===== config.mk =====
export PLATFORM = sky130hd
export DESIGN_NAME = pmg_isqrt
export DESIGN_NICKNAME = d
export VERILOG_FILES = /design/src/rtl/pmg_isqrt.sv
export SDC_FILE = /design/constraint.sdc
export NUM_CORES = 2
export LEC_CHECK = 0
export BUFFER_PORTS_ARGS = -buffer_cell sky130_fd_sc_hd__buf_2
export CORE_MARGIN = 2
export CORE_UTILIZATION = 45
export DETAILED_ROUTE_END_ITERATION = 8
export GPL_ROUTABILITY_DRIVEN = 0
export GPL_TIMING_DRIVEN = 0
export MAX_ROUTING_LAYER = met4
export PLACE_DENSITY_LB_ADDON = 0.05
export SLEW_MARGIN = 10
export SYNTH_ARGS = -nofsm -noshare
export SYNTH_HDL_FRONTEND = slang
export SYNTH_SLANG_ARGS = --single-unit

===== constraint.sdc =====
create_clock -name clk -period 3.4 [get_ports clk]
set_input_delay 0.17 -clock clk [delete_from_list [all_inputs] [get_ports clk]]
set_output_delay 0.17 -clock clk [all_outputs]
set_load 0.1 [all_outputs]

===== src/rtl/pmg_isqrt.sv =====
// pipelined integer square root of a 64-bit word, one result bit per stage
module pmg_isqrt #(
  parameter int TW = 1
) (
  input  logic          clk,
  input  logic          rst,
  input  logic          in_valid,
  input  logic [63:0]   v,
  input  logic [TW-1:0] tag,
  output logic          out_valid,
  output logic [31:0]   r,
  output logic [TW-1:0] out_tag
);

  localparam int STAGES = 32;

  logic [STAGES-1:0] val_r;
  logic [63:0]       res_r [STAGES];
  logic [63:0]       v_r   [STAGES-1];
  logic [TW-1:0]     tag_r [STAGES];

  for (genvar k = 0; k < STAGES; k++) begin : g_stage
    localparam logic [63:0] BIT = 64'd1 << (62 - 2 * k);
    logic [63:0]   v_in, res_in, v_nx, res_nx;
    logic [TW-1:0] tag_in;
    logic          val_in;

    if (k == 0) begin : g_head
      assign v_in   = v;
      assign res_in = '0;
      assign tag_in = tag;
      assign val_in = in_valid;
    end else begin : g_body
      assign v_in   = v_r[k-1];
      assign res_in = res_r[k-1];
      assign tag_in = tag_r[k-1];
      assign val_in = val_r[k-1];
    end

    always_comb begin
      if (v_in >= res_in + BIT) begin
        v_nx   = v_in - (res_in + BIT);
        res_nx = (res_in >> 1) + BIT;
      end else begin
        v_nx   = v_in;
        res_nx = res_in >> 1;
      end
    end

    always_ff @(posedge clk) begin
      if (rst) begin
        val_r[k] <= 1'b0;
      end else begin
        val_r[k] <= val_in;
      end
    end

    always_ff @(posedge clk) begin
      res_r[k] <= res_nx;
      tag_r[k] <= tag_in;
    end

    if (k < STAGES - 1) begin : g_keep
      always_ff @(posedge clk) begin
        v_r[k] <= v_nx;
      end
    end
  end

  assign out_valid = val_r[STAGES-1];
  assign r         = res_r[STAGES-1][31:0];
  assign out_tag   = tag_r[STAGES-1];

endmodule


# [Word level (Yosys, flattened, before mapping)]
# Memories as Yosys holds them, arrays and structs flattened.
# Cells that the tools add are included.
[op_classes] n_addsub=93 div=0 n_reduce_logical=0 n_bitwise=0 n_eq_ne=0 order_cmp=32 muxes=63 n_shift=0 n_mul=0
[ops] cell="2-to-1 mux 64 bit" n=62
[ops] cell=">= comparator 64 bit" n=31
[ops] cell="subtractor 64 bit" n=30
[ops] cell="adder 63 x 1 -> 64 bit, second input constant" n=1
[ops] cell="adder 63 x 11 -> 64 bit, second input constant" n=1
[ops] cell="adder 63 x 13 -> 64 bit, second input constant" n=1
[ops] cell="adder 63 x 15 -> 64 bit, second input constant" n=1
[ops] cell="adder 63 x 17 -> 64 bit, second input constant" n=1
[ops] cell="adder 63 x 19 -> 64 bit, second input constant" n=1
[ops] cell="adder 63 x 21 -> 64 bit, second input constant" n=1
[ops] cell="adder 63 x 23 -> 64 bit, second input constant" n=1
[ops] cell="adder 63 x 25 -> 64 bit, second input constant" n=1
[ops] cell="adder 63 x 27 -> 64 bit, second input constant" n=1
[ops] cell="adder 63 x 29 -> 64 bit, second input constant" n=1
[ops] cell="adder 63 x 3 -> 64 bit, second input constant" n=1
[ops] cell="adder 63 x 31 -> 64 bit, second input constant" n=1
[ops] cell="adder 63 x 33 -> 64 bit, second input constant" n=1
[ops] cell="adder 63 x 35 -> 64 bit, second input constant" n=1
[ops] cell="adder 63 x 37 -> 64 bit, second input constant" n=1
[ops] cell="adder 63 x 39 -> 64 bit, second input constant" n=1
[ops] cell="adder 63 x 41 -> 64 bit, second input constant" n=1
[ops] cell="adder 63 x 43 -> 64 bit, second input constant" n=1
[ops] cell="adder 63 x 45 -> 64 bit, second input constant" n=1
[ops] cell="adder 63 x 47 -> 64 bit, second input constant" n=1
[ops] cell="44 further kinds" n=44
[word_totals] mem_bits_ro=0 memories=3 regBits=32 elab_cells=223 ram_bits=4064 latchBits=0
[memory_table] name="res_r" words=32 word_bits=64 rd=32 rd_ports_with_merged_regs=0 wr=32 line_no="18" source="logic [63:0] res_r [STAGES];"
[memory_table] name="v_r" words=31 word_bits=64 rd=31 rd_ports_with_merged_regs=0 wr=31 line_no="19" source="logic [63:0] v_r [STAGES-1];"
[memory_table] name="tag_r" words=32 word_bits=1 rd=32 rd_ports_with_merged_regs=0 wr=32 line_no="20" source="logic [TW-1:0] tag_r [STAGES];"

# [Depth between registers and ports, before layout]
# An unclocked memory read counts as a cell.
[logic_depth] depth_word=4 mapped_depth=14 depth_no_buf=12

# [Worst setup path before layout]
# OpenSTA, ideal clock, no wires.
[synth_timing] path_kind="register -> register" from="memory res_r[27][35], in the netlist res_r[6][227]" to="memory v_r[28][63], in the netlist v_r[1][831]" t_arrival_ps=2967 synth_period_minus_slack_ps=3100 setup_slack_ps=300 stages_incl_launch_ff=15 required_time_ps=3266 path_cell_list="dfxtp_1 inv_1 ha_1 clkbuf_1 nand4_1 or4_1 nor2_1 and3_1 a31oi_1 and3_1 clkbuf_1 inv_2 nand4_1 nor4_1 xor2_1"
[synth_rtl] item="start: declaration" line_no="18"
[synth_rtl] item="end: declaration" line_no="19"

==> flow_summary.ini <==
[global_routing]
first_global_vias = 73700
antenna_found_initial = 17
grt_use_met3_pct = 2.90
grt-busiest-layer = met2
grt_pass1_wl_um = 422000
met1_usage_pct = 28.7
grt_max_degree = 20
use_met2_pct = 43.4
overflow = 0
grtUsageTotal_pct = 24.8

[routing]
firstDrtPassIters = 8
avgRoutedWirePerCell_um = 20.3
vias = 72700
finalWirelength_um = 274000
post-route-drc-count = 0
via_per_inst = 5.37
drtIter0Drc = 4466
ant_nets = 0

[final_layout]
synthToLayoutAreaGrowth_pct = 19.8
fillers = 18800
drive_above_1_share_pct = 12.7
fin_area_um2 = 117000
instances_no_fill = 13500
fin_util_pct = 54.4
nNetsFinal = 11100

[yosys]
synth.area.top_cells = dfxtp_1, ha_1, xor2_1
synth_cell_types = 95
ys_ff_latch = 2576
synth_area_um2 = 97600
synth_top_area_share_pct = 52.8
syn_area_per_cell_um2 = 9.91
synth_fp_nets = 10500
syn_inst = 9851
ys.flop_type = dfxtp_1
synth_edf_count = 0
async_flop_share_pct = 0
yosysMostFrequentCell = dfxtp_1
ys_seq_area_share_pct = 52.8
synth_common_cells = dfxtp_1, inv_1, nand2_1
yosysWarnings = 0
yosysTopAreaCell = dfxtp_1

[worst_setup_path]
start_kind = flop
critPathMaxFanout = 7
critical-path-top-delay-family = simple AND/OR/NAND/NOR gates
reg2regPathDepth = 14
worstPathArrival_ps = 4250
cp_cell_sequence = inv_1, ha_4, and4_4, nand4_1, or4_4, o211ai_1, buf_4, a211oi_4, buf_12, clkinvlp_4, o2111ai_4, buf_4, buf_6, xnor2_2
critPathBufInv = 6
cp.required_ps = 4160
critPathKind = flop to flop
worst_path_most_repeated_cell = buf_4
cp-end-kind = flop
path_depth = 14
max_stage_delay_ps = 700
worst_path_max_delay_cell = or4_4

[floorplanning]
die_h_um = 470
rows = 170
coreArea_um2 = 215000
die_w_um = 470
start_util_pct = 45.4
io_pins = 102
dieArea_um2 = 221000

[cts]
cts_buffer_depth = 4
cts_tree = built
clock_latency_ps = 940
clockRootBuffer = clkbuf_16
cts_htree_levels = 5
clk_pin_slew_ps = 60
clock_sinks = 2576
cts_made_buffers = 290

[pwr]
p_seq_share_pct = 43.6
swShare_pct = 32.7
switchingPower_uw = 32600
internal_power_uw = 66900
comb_power_share_pct = 24.7
powerDensity_nw_per_um2 = 850
clkPwrFrac_pct = 31.7
ir_drop_mv = 0.554
p_leak_uw = 0.0526

[place]
placement.cell_area_um2 = 102000
dp_hpwl_um = 210000
port_buffers = 101
placedCellCount = 12800

[flow_run]
cap_violations = 0

[sta]
fin_ws_ps = -84.2
rsz0062_at_grt = true
hold_viol_final = 0
worst_pin_slew_ps = 1280
final.period_utilization_pct = 102
finClkSkew_ps = 71.0
finalSetupTns_ps = -265
slew_viol_final = 0
setup_viol = 8
fmax_ghz = 0.287
fin_crit_ps = 3480
relSlewSlack_pct = 13.3

[outcome]
violations = setup timing
status = complete, but fails checks

[hold_path]
min_path_type = primary input to flop
whs_path_depth = 4
[flip-flops by register name (all words and copies together), names as in the netlist]
name / cells
g_stage.val_in: 31
out_valid: 1
v_r: 1984
tag_r: 32
res_r: 528
[final cells by class]
cell class / instances / area (um2) / area share (%)
timing repair buffer: 366 / 2970 / 2.54
sequential: 2576 / 51600 / 44.1
multi-input combinational: 6367 / 45500 / 38.9
buffer: 175 / 900 / 0.769
inverter: 702 / 2660 / 2.27
antenna: 14 / 35.0 / 0.0300
clock buffer: 392 / 8430 / 7.21
tap: 2838 / 3550 / 3.04
clock inverter: 106 / 1310 / 1.12
[cell families after synthesis]
| family | after synthesis | share of synthesized area [%] |
|---|---|---|
| buffers and inverters | 909 | 3.55 |
| muxes | 74 | 0.860 |
| DFF | 2576 | 52.8 |
| xor gates and xnor gates | 886 | 7.95 |
| and+or+nand+nor | 2974 | 15.8 |
| AOI/OAI and AO/OA | 1874 | 11.9 |
| adders and majority gates | 558 | 7.15 |
[power by group through the flow]
stage	Combinational, uW	Sequential (uW)	Clock (uW)
final	24600	43400	31500
after global routing	27200	44000	33400
after CTS	23700	43100	32200
after detailed placement	22600	43600	0
after global placement	22400	43600	0
after floorplan	17300	40900	0
[placed cells by master (no fill, tap or decap), types with 50 or more instances in the layout]
master         netlist  layout
a21o_1             246     245
a21oi_1            582     555
buf_2               17     117
buf_4                0     121
clkbuf_1           171     132
clkbuf_16            0     300
clkbuf_8             0      61
clkinv_2             0      50
dfxtp_1           2576    2542
dlygate4sd3_1        0     135
ha_1               558     501
inv_1              699     689
mux2_2              58      58
nand2_1            693     679
nand2b_1            98      98
nand3_1            157     150
nand4_1            167     167
nor2_1             585     573
nor2b_1            101      98
nor3_1             301     268
nor4_1             346     287
o21a_1              88      86
o21ai_0            495     467
or3_1              120     114
or4_1               85      71
xnor2_1            429     424
xor2_1             457     443
[through the flow]
stage               setup slack, ps  power [uW]  hold WS, ps
floorplan                       300       58200          198
global placement              -1830       66000          275
detailed placement            -1660       66200          280
CTS                            -104       99000         68.4
global route                   -175      105000          195
finish                        -84.2       99500          199
[worst register-to-register path, stage by stage (launching register included)]
cell        delay [ps]
dfxtp_2            330
inv_1               70
ha_4               270
and4_4             230
nand4_1            260
or4_4              700
o211ai_1           220
buf_4              170
a211oi_4            50
buf_12             170
clkinvlp_4         160
o2111ai_4          270
buf_4              250
buf_6              110
xnor2_2            130
[path summary, 6_finish.rpt]
| path | startpoint | end | slack, ps |
|---|---|---|---|
| worst max-delay path | res_r[6][149]$_DFF_P_ | v_r[1][742]$_DFF_P_ | -80 |
| worst min-delay path | v[62] | v_r[0][62]$_DFF_P_ | 200 |
| worst max register to register | res_r[6][149]$_DFF_P_ | v_r[1][742]$_DFF_P_ | -80 |
| worst min register to register | v_r[0][209]$_DFF_P_ | v_r[0][273]$_DFF_P_ | 310 |
[layer usage]
metal	part of all wire [%]	vias up	wire, um
li1	-	35600	-
met3	3.7	762	10100
met4	4.8	0	13300
met1	42	34400	115000
met2	49	1858	135000
met5	0	-	0
[what timing repair did]
action | 4_1_cts | 5_1_grt
gates resized for setup | 404 | 306
pin swaps | 82 | 103
cloned | 2 | 1
endpoints found under the hold margin | 98 | 0
buffers inserted | 60 | 67
endpoints found under the setup margin | 706 | 565
hold buffers | 135 | 0
Power figures use the tool's default switching activity.
