--- config.mk ---
export PLATFORM = sky130hd
export DESIGN_NAME = pmg_div
export DESIGN_NICKNAME = d
export VERILOG_FILES = /design/src/rtl/pmg_div.sv
export SDC_FILE = /design/constraint.sdc
export NUM_CORES = 1
export LEC_CHECK = 0
export ABC_CLOCK_PERIOD_IN_PS = 3450
export BUFFER_PORTS_ARGS = -buffer_cell sky130_fd_sc_hd__buf_2
export CAP_MARGIN = 10
export CORE_UTILIZATION = 57
export CTS_CLUSTER_DIAMETER = 200
export DETAILED_ROUTE_END_ITERATION = 10
export PLACE_DENSITY = 0.85
export SKIP_LAST_GASP = 1
export SLEW_MARGIN = 25
export SYNTH_ARGS = -nofsm -noshare
export SYNTH_HDL_FRONTEND = slang
export SYNTH_SLANG_ARGS = --single-unit
--- constraint.sdc ---
create_clock -name clk -period 3.45 [get_ports clk]
set_input_delay 0.1725 -clock clk [delete_from_list [all_inputs] [get_ports clk]]
set_output_delay 0.1725 -clock clk [all_outputs]
set_load 0.005 [all_outputs]
--- src/rtl/pmg_div.sv ---
// pipelined restoring divider, one quotient bit per stage, lanes share a divisor
module pmg_div #(
  parameter int LANES = 1,
  parameter int DW    = 32,
  parameter int QW    = 8,
  parameter int TW    = 1
) (
  input  logic                       clk,
  input  logic                       rst,
  input  logic                       in_valid,
  input  logic [DW-1:0]              den,
  input  logic [LANES-1:0][DW-1:0]   rem0,
  input  logic [LANES-1:0][QW-1:0]   num,
  input  logic [TW-1:0]              tag,
  output logic                       out_valid,
  output logic [LANES-1:0][QW-1:0]   quot,
  output logic [TW-1:0]              out_tag
);

  logic [QW-1:0]                val_r;
  logic [LANES-1:0][DW-1:0]     rem_r [QW];
  // remaining numerator bits shift out at the top, quotient bits shift in below
  logic [LANES-1:0][QW-1:0]     num_r [QW];
  logic [DW-1:0]                den_r [QW-1];
  logic [TW-1:0]                tag_r [QW];

  for (genvar k = 0; k < QW; k++) begin : g_stage
    logic [LANES-1:0][DW-1:0] rem_in, rem_nx;
    logic [LANES-1:0][QW-1:0] num_in, num_nx;
    logic [DW-1:0]            den_in;
    logic [TW-1:0]            tag_in;
    logic                     val_in;

    if (k == 0) begin : g_head
      assign rem_in = rem0;
      assign num_in = num;
      assign den_in = den;
      assign tag_in = tag;
      assign val_in = in_valid;
    end else begin : g_body
      assign rem_in = rem_r[k-1];
      assign num_in = num_r[k-1];
      assign den_in = den_r[k-1];
      assign tag_in = tag_r[k-1];
      assign val_in = val_r[k-1];
    end

    always_comb begin
      logic [DW:0] trial;
      for (int l = 0; l < LANES; l++) begin
        trial = {rem_in[l], num_in[l][QW-1]};
        if (trial >= {1'b0, den_in}) begin
          rem_nx[l] = DW'(trial - {1'b0, den_in});
          num_nx[l] = {num_in[l][QW-2:0], 1'b1};
        end else begin
          rem_nx[l] = trial[DW-1:0];
          num_nx[l] = {num_in[l][QW-2:0], 1'b0};
        end
      end
    end

    always_ff @(posedge clk) begin
      if (rst) begin
        val_r[k] <= 1'b0;
      end else begin
        val_r[k] <= val_in;
      end
    end

    always_ff @(posedge clk) begin
      rem_r[k] <= rem_nx;
      num_r[k] <= num_nx;
      tag_r[k] <= tag_in;
    end

    if (k < QW - 1) begin : g_keep
      always_ff @(posedge clk) begin
        den_r[k] <= den_in;
      end
    end
  end

  assign out_valid = val_r[QW-1];
  assign quot      = num_r[QW-1];
  assign out_tag   = tag_r[QW-1];

endmodule

After elaboration in Yosys (flattened, before gate mapping):

Memory sizes are Yosys's and may differ from the RTL's.
Index checks and enable logic that the tools add are counted.

* output and inout port bits: 10
* memory bits (writable): 552
* input port bits: 76
* memories: 4
* word-level logic and storage cells: 44
* register bits after elaboration: 8

* add/subtract/negate cells: 8
* $lt $le $gt $ge: 8
* mux-type cells: 16

Memories
* rem_r: words 8, width 32, rd ports 7, clocked after Yosys merged registers in 0, wr ports 8, line 21 `logic [LANES-1:0][DW-1:0] rem_r [QW];`
* den_r: words 7, width 32, rd ports 7, clocked after Yosys merged registers in 0, wr ports 7, line 24 `logic [DW-1:0] den_r [QW-1];`
* num_r: words 8, width 8, rd ports 8, clocked after Yosys merged registers in 0, wr ports 8, line 23 `logic [LANES-1:0][QW-1:0] num_r [QW];`
* tag_r: words 8, width 1, rd ports 8, clocked after Yosys merged registers in 0, wr ports 8, line 25 `logic [TW-1:0] tag_r [QW];`

Operator list (count)
* >= comparator 33 x 32 -> 1 bit: 8
* two-way mux 32 bit: 8
* subtractor 32 bit: 8
* two-way mux 1 bit: 8

Depth between registers and ports, before layout:

Gate-level depths: netlist (run 1).

* depth in word-level cells: 2
* depth in mapped cells: 15
* mapped depth without buffers: 13

Worst setup path before layout (run 1):

No wires, ideal clock.

* path kind: reg-to-reg
* from: memory den_r[5][1]
* to: memory rem_r[6][24] (netlist name)
* period minus slack after synthesis: 3.313 ns
* stages on the path, launching flop included: 14
* arrival time: 3.192 ns
* required time: 3.329 ns
* path slack: 0.137 ns
* path buffers: 1
* cell sequence: dfxtp_1 -> inv_1 -> ha_1 -> nor2b_4 -> o31a_1 -> o41ai_2 -> and3b_1 -> o21ai_1 -> a31oi_2 -> o221ai_2 -> a211o_2 -> a311oi_4 -> buf_6 -> mux2_2

RTL lines (line)
* start: declaration: 24
* end: declaration: 21

==> impl_metrics.yaml, run 1 <==
run_status:
  status: "finished, violations left"
  violations: "negative setup slack"
setup_path:
  path_class: "register to register"
  r2r_cells: 15
  crit_family: "compound AO/OA/AOI/OAI gates"
  rrSetupSlack_ns: -0.08
  critical_path.reg2reg.startpoint: "den_r[5][3]$_DFF_P_"
  worstSetupEndpointType: "register"
  cp_common_cell: "buf_6"
  slowest_delay_ns: 0.37
  arrival_ns: 4.02
  slowest_stage: "a211o_2"
  crit_buf_inv: 4
  rr_endpoint: "rem_r[6][23]$_DFF_P_"
  critPathMaxFanout: 5
  crit_chain: "inv_1 > ha_1 > o21a_1 > o31a_1 > o41ai_4 > and3b_2 > o21ai_4 > a31oi_4 > o221ai_2 > a211o_2 > a311oi_4 > buf_6 > buf_6 > buf_12 > mux2_2"
  cp.required_ns: 3.93
  start_kind: "register"
logic_synthesis:
  yosysTopAreaCell: "dfxtp_1"
  synth_top_area_share_pct: 40.3
  syn_avg_cell_area_um2: 9.20
  syn_area_um2: 26300
  netlist_instances: 2854
  synthTopCellsByArea: "dfxtp_1 40%, ha_1 12%, mux2_2 5.4%"
  synthDistinctLibCells: 75
  ys_warn_count: 0
  seq_area_frac_synth_pct: 40.3
  synth_seq_cells: 528
  yosysMostFrequentCell: "dfxtp_1"
  async_flop_share_pct: 0
  synth_common_cells: "528 x dfxtp_1, 316 x inv_1, 261 x a21oi_1"
  synth_ff_type: "dfxtp_1"
  synth_fp_nets: 3193
  synth-edff-count: 0
die:
  num_rows: 78
  core-area_um2: 45400
  die_w_um: 217
  die_h_um: 217
  dieArea_um2: 46900
  initial_utilization_pct: 57.9
  num_io_pins: 86
worst_hold_path:
  hold_path_class: "primary input to register"
  min_to: "num_r[0][2]$_DFF_P_"
  hold_start: "num[1]"
  whs_path_depth: 2
placed_design:
  gp_congestion: 0.925
  dpl.hpwl_um: 45500
  numPortBuffers: 85
  placed_cell_area_um2: 27800
route:
  drc: 0
  wl_per_cell_um: 16.5
  dr_wl_met2_um: 29800
  wl_met1_um: 25700
  via_count: 20938
  dr.pass1.iters: 6
  ant_nets: 0
  avgViaCountPerCell: 5.61
  dr.first_iter.drc_count: 1585
  routed.top_layer: "met4"
  wirelength_um: 61600
  routed-wl-met3_um: 2520
layout:
  stdcell_area_um2: 31000
  diodes: 0
  final_layout_size_suffix_gt1_share_pct: 14.4
  area_delta_synth_final_pct: 18.0
  finish.utilization_pct: 68.3
  nNetsFinal: 3431
global_route:
  grt_pass1_vias: 20668
  grt_max_degree: 39
  grt_first_pass_wirelength_um: 97300
  grt-ovfl-total: 0
  antenna_found_initial: 0
  grt_use_total_pct: 25.3
sta:
  worst_pin_slew_ns: 0.756
  fin_crit_ns: 3.53
  clock.fmax_mhz: 283
  rsz0062_at_grt: "yes"
  fin_skew_ns: 0.0257
  finalSetupViolations: 31
  fin_crit_sh_pct: 102
  slew_violations: 0
  finalHoldViolCount: 0
  slew_headroom_pct: 48.3
  fin_ws_ns: -0.0829
flow_run:
  maxCapViolations: 0
power_and_ir_drop:
  ir_drop_v: 0.000544
  power_leakage_nw: 14.6
  power_density_nw_per_um2: 976
clock_tree:
  clk_latency_ns: 0.61
  cts_root_buffer: "clkbuf_16"
  clock-sinks: 528
  h-tree-depth: 2
  cts_buffer_depth: 3
  path_clk_slew_ns: 0.06
  cts_tree: "built"
  cts_inserted_buffers: 52
-- where the power goes --
group	switching, W	internal (W)	total, W
clock network	0.00231	0.00341	0.00572
registers	0.000963	0.00787	0.00883
logic	0.00809	0.00760	0.0157
total	0.0114	0.0189	0.0302
-- layer usage --
metal,vias up,global-route usage (%)
li1,10437,-
met1,9590,29.5
met2,694,45.0
met3,217,2.86
met4,0,14.4
met5,-,0
-- layout by cell type (no fill, tap or decap), types with 25 or more instances in the layout --
master,synthesis,routed
o21ai_0,170,162
nand3_1,53,53
xnor2_1,111,111
ha_1,256,251
o21bai_1,34,34
nor2_1,156,155
nor3_1,31,31
buf_4,6,79
nand4_1,45,45
a21o_1,110,110
mux2_4,0,45
nand2b_1,25,25
nor2b_1,39,37
o21a_1,43,43
inv_1,316,314
buf_2,8,85
nand2_1,136,136
a21oi_1,261,258
a31oi_1,28,26
dfxtp_1,528,524
clkbuf_16,0,55
dlygate4sd3_1,0,76
mux2_2,127,83
xor2_1,76,76
-- through the flow --
| step | hold WS [ns] | setup slack [ns] | setup TNS (ns) | std cells | power [W] |
|---|---|---|---|---|---|
| final | 0.197 | -0.0829 | -1.69 | 3734 | 0.0302 |
| after global routing | 0.185 | -0.221 | -4.56 | 3734 | 0.0322 |
| after CTS | 0.164 | -0.0507 | -0.711 | 3725 | 0.0294 |
| after detailed placement | 0.277 | -0.101 | -2.63 | 3546 | 0.0232 |
| after global placement | 0.276 | -0.0193 | -0.417 | 3546 | 0.0227 |
| after floorplan | 0.200 | 0.137 | 0 | 2854 | 0.0197 |
-- flip-flops by register name, summed over array words and instances, names as in the netlist --
| signal | flops |
|---|---|
| num_r | 64 |
| out_valid | 1 |
| g_stage.val_in | 7 |
| den_r | 224 |
| rem_r | 224 |
| tag_r | 8 |
-- cells by family after synthesis --
| group | Yosys count | share of synthesized area (%) |
|---|---|---|
| buf+inv | 390 | 5.79 |
| mux | 136 | 5.80 |
| compound gates | 783 | 18.7 |
| fa+ha+maj | 263 | 12.7 |
| flops | 528 | 40.3 |
| simple gates | 567 | 10.5 |
| xor+xnor | 187 | 6.24 |
-- worst max path at each step --
stage	endpoint	cells after the start	slack (ns)	startpoint
detailed placement	rem_r[6][10]$_DFF_P_	13	-0.10	den_r[5][1]$_DFF_P_
finish	rem_r[6][23]$_DFF_P_	15	-0.08	den_r[5][3]$_DFF_P_
CTS	rem_r[6][22]$_DFF_P_	15	-0.05	den_r[5][1]$_DFF_P_
global route	rem_r[1][18]$_DFF_P_	13	-0.22	num_r[0][7]$_DFF_P_
global placement	rem_r[6][3]$_DFF_P_	13	-0.02	den_r[5][1]$_DFF_P_
floorplan	rem_r[6][24]$_DFF_P_	13	0.14	den_r[5][1]$_DFF_P_
-- timing repair --
action	CTS	global route
endpoints found under the setup margin	90	156
gates resized for setup	12	88
setup buffers	4	5
hold endpoints to repair	81	0
pin swaps	9	20
cloned	3	4
hold buffers	76	0
-- layout make-up --
class,instances,area [um^2]
multi-input combinational,1936,14600
tap,600,751
timing repair buffer,258,2150
fill,3470,14400
sequential,528,10600
clock buffer,73,1460
inverter,316,1190
clock inverter,23,314
Power figures use the tool's default switching activity.
==> inputs of run 2 (changes only) <==
--- a/config.mk
+++ b/config.mk
@@ -12,6 +12,8 @@
 export CTS_CLUSTER_DIAMETER = 200
 export DETAILED_ROUTE_END_ITERATION = 10
 export PLACE_DENSITY = 0.85
+export REMOVE_ABC_BUFFERS = 1
+export SKIP_CTS_REPAIR_TIMING = 1
 export SKIP_LAST_GASP = 1
 export SLEW_MARGIN = 25
 export SYNTH_ARGS = -nofsm -noshare
==> impl_metrics.yaml, run 2 (synthesis gave the netlist of run 1 again) <==
run_status:
  status: "finished, violations left"
  violations: "negative setup slack"
global_route:
  antenna_found_initial: 0
  grt_first_pass_wirelength_um: 93900
  grt_use_total_pct: 24.3
  grt-ovfl-total: 0
  grt_max_degree: 39
  grt_pass1_vias: 20133
power_and_ir_drop:
  power_density_nw_per_um2: 969
  switchingPower_w: 0.0111
  ir_drop_v: 0.000599
  power_leakage_nw: 14.4
  p_int_w: 0.0186
  swShare_pct: 37.4
  comb_power_share_pct: 51.6
  p_clk_share_pct: 18.8
  p_seq_share_pct: 29.7
  power.total_w: 0.0297
clock_tree:
  cts_root_buffer: "clkbuf_16"
  path_clk_slew_ns: 0.06
  clock-sinks: 528
  cts_tree: "built"
  clk_latency_ns: 0.60
  h-tree-depth: 2
  cts_inserted_buffers: 51
  cts_buffer_depth: 3
sta:
  fin_skew_ns: 0.0283
  finalHoldViolCount: 0
  whs_ns: 0.0750
  clock.fmax_mhz: 289
  fin_crit_sh_pct: 100
  fin_crit_ns: 3.46
  rsz0062_at_grt: "yes"
  slew_headroom_pct: 46.2
  finalSetupViolations: 2
  slew_violations: 0
  fin_ws_ns: -0.00826
  worst_pin_slew_ns: 0.796
die:
  num_rows: 78
  die_w_um: 217
  initial_utilization_pct: 57.9
  dieArea_um2: 46900
  die_h_um: 217
  core-area_um2: 45400
  num_io_pins: 86
route:
  dr.pass1.iters: 6
  ant_nets: 0
  via_count: 20818
  drc: 0
  dr.first_iter.drc_count: 1523
  avgViaCountPerCell: 5.58
  wirelength_um: 59800
  wl_per_cell_um: 16.0
setup_path:
  crit_buf_inv: 3
  slowest_delay_ns: 0.37
  crit_family: "compound AO/OA/AOI/OAI gates"
  start_kind: "register"
  slowest_stage: "o41ai_2"
  arrival_ns: 3.92
  cp.depth: 14
  worstSetupEndpointType: "register"
  critPathMaxFanout: 8
  path_class: "register to register"
  r2r_cells: 14
  cp.required_ns: 3.92
  crit_chain: "inv_2 > ha_4 > nor2b_4 > o31a_1 > o41ai_2 > and3b_1 > o21ai_2 > a31oi_2 > o221ai_2 > a211o_2 > a311oi_4 > buf_6 > clkbuf_16 > mux2_4"
layout:
  seq_area_um2: 10600
  multiInputGateArea_um2: 14400
  nNetsFinal: 3429
  final_common_cell: "dfxtp_1"
  final_layout_size_suffix_gt1_share_pct: 14.0
  mostFrequentLayoutCells: "525 x dfxtp_1, 315 x inv_1, 261 x a21oi_1"
  largestRegisters: "den_r x224, rem_r x224, num_r x64"
  area_delta_synth_final_pct: 16.9
  fillers: 3472
  diodes: 0
flow_run:
  maxCapViolations: 0
worst_hold_path:
  hold_path_class: "primary input to register"
  whs_path_depth: 4
placed_design:
  gp_congestion: 0.950
  numPortBuffers: 85
  dpl.hpwl_um: 44700
run 2: path summary, 6_finish.rpt:
check	start	to	slack [ns]
setup / recovery	den_r[5][1]$_DFF_P_	rem_r[6][23]$_DFF_P_	-0.008
hold / removal	rem0[31]	rem_r[0][5]$_DFF_P_	0.07
setup reg to reg	den_r[5][1]$_DFF_P_	rem_r[6][23]$_DFF_P_	-0.008
hold reg to reg	tag_r[0][3]$_DFF_P_	tag_r[1][0]$_DFF_P_	0.32
run 2: cell type report:
cell class                      count  area share [%]
Clock buffer                       71            4.73
Inverter                          316            3.87
Timing Repair Buffer              257            6.77
Multi-Input combinational cell   1936            46.9
Sequential cell                   528            34.5
Tap cell                          600            2.45
Clock inverter                     21           0.869
run 2: worst min-delay path: stages:
cell	delay, ns
buf_2	0.07
or4_2	0.13
buf_12	0.16
a21oi_1	0.08
run 2: power groups by stage:
stage          sequential, W  clock, W  combinational (W)
2_1_floorplan        0.00852         0             0.0110
3_3_place_gp         0.00888         0             0.0139
3_5_place_dp         0.00888         0             0.0143
4_1_cts              0.00877   0.00573             0.0145
5_1_grt              0.00897   0.00600             0.0168
6_report             0.00882   0.00558             0.0153
run 2: metrics by stage:
| stage | setup TNS [ns] | worst slack (ns) | instance area, um^2 | cells | util, % |
|---|---|---|---|---|---|
| 2_1_floorplan | -72.83 | -0.872 | 25900 | 2780 | - |
| 3_3_place_gp | -0.129 | -0.0768 | 27900 | 3553 | 61.4 |
| 3_5_place_dp | -1.17 | -0.215 | 27900 | 3553 | 61.4 |
| 4_1_cts | -2.36 | -0.264 | 29600 | 3645 | 65.2 |
| 5_1_grt | -1.28 | -0.0927 | 30700 | 3729 | 67.6 |
| 6_report | -0.0133 | -0.00826 | 30700 | 3729 | 67.6 |
run 2: layer usage:
| metal | track usage, % | share of wire (%) | vias to the layer above |
|---|---|---|---|
| met5 | 0 | 0 | - |
| met4 | 15.4 | 6.3 | 0 |
| met3 | 2.78 | 4.4 | 209 |
| met2 | 41.7 | 47 | 683 |
| met1 | 28.8 | 42 | 9492 |
| li1 | - | - | 10434 |
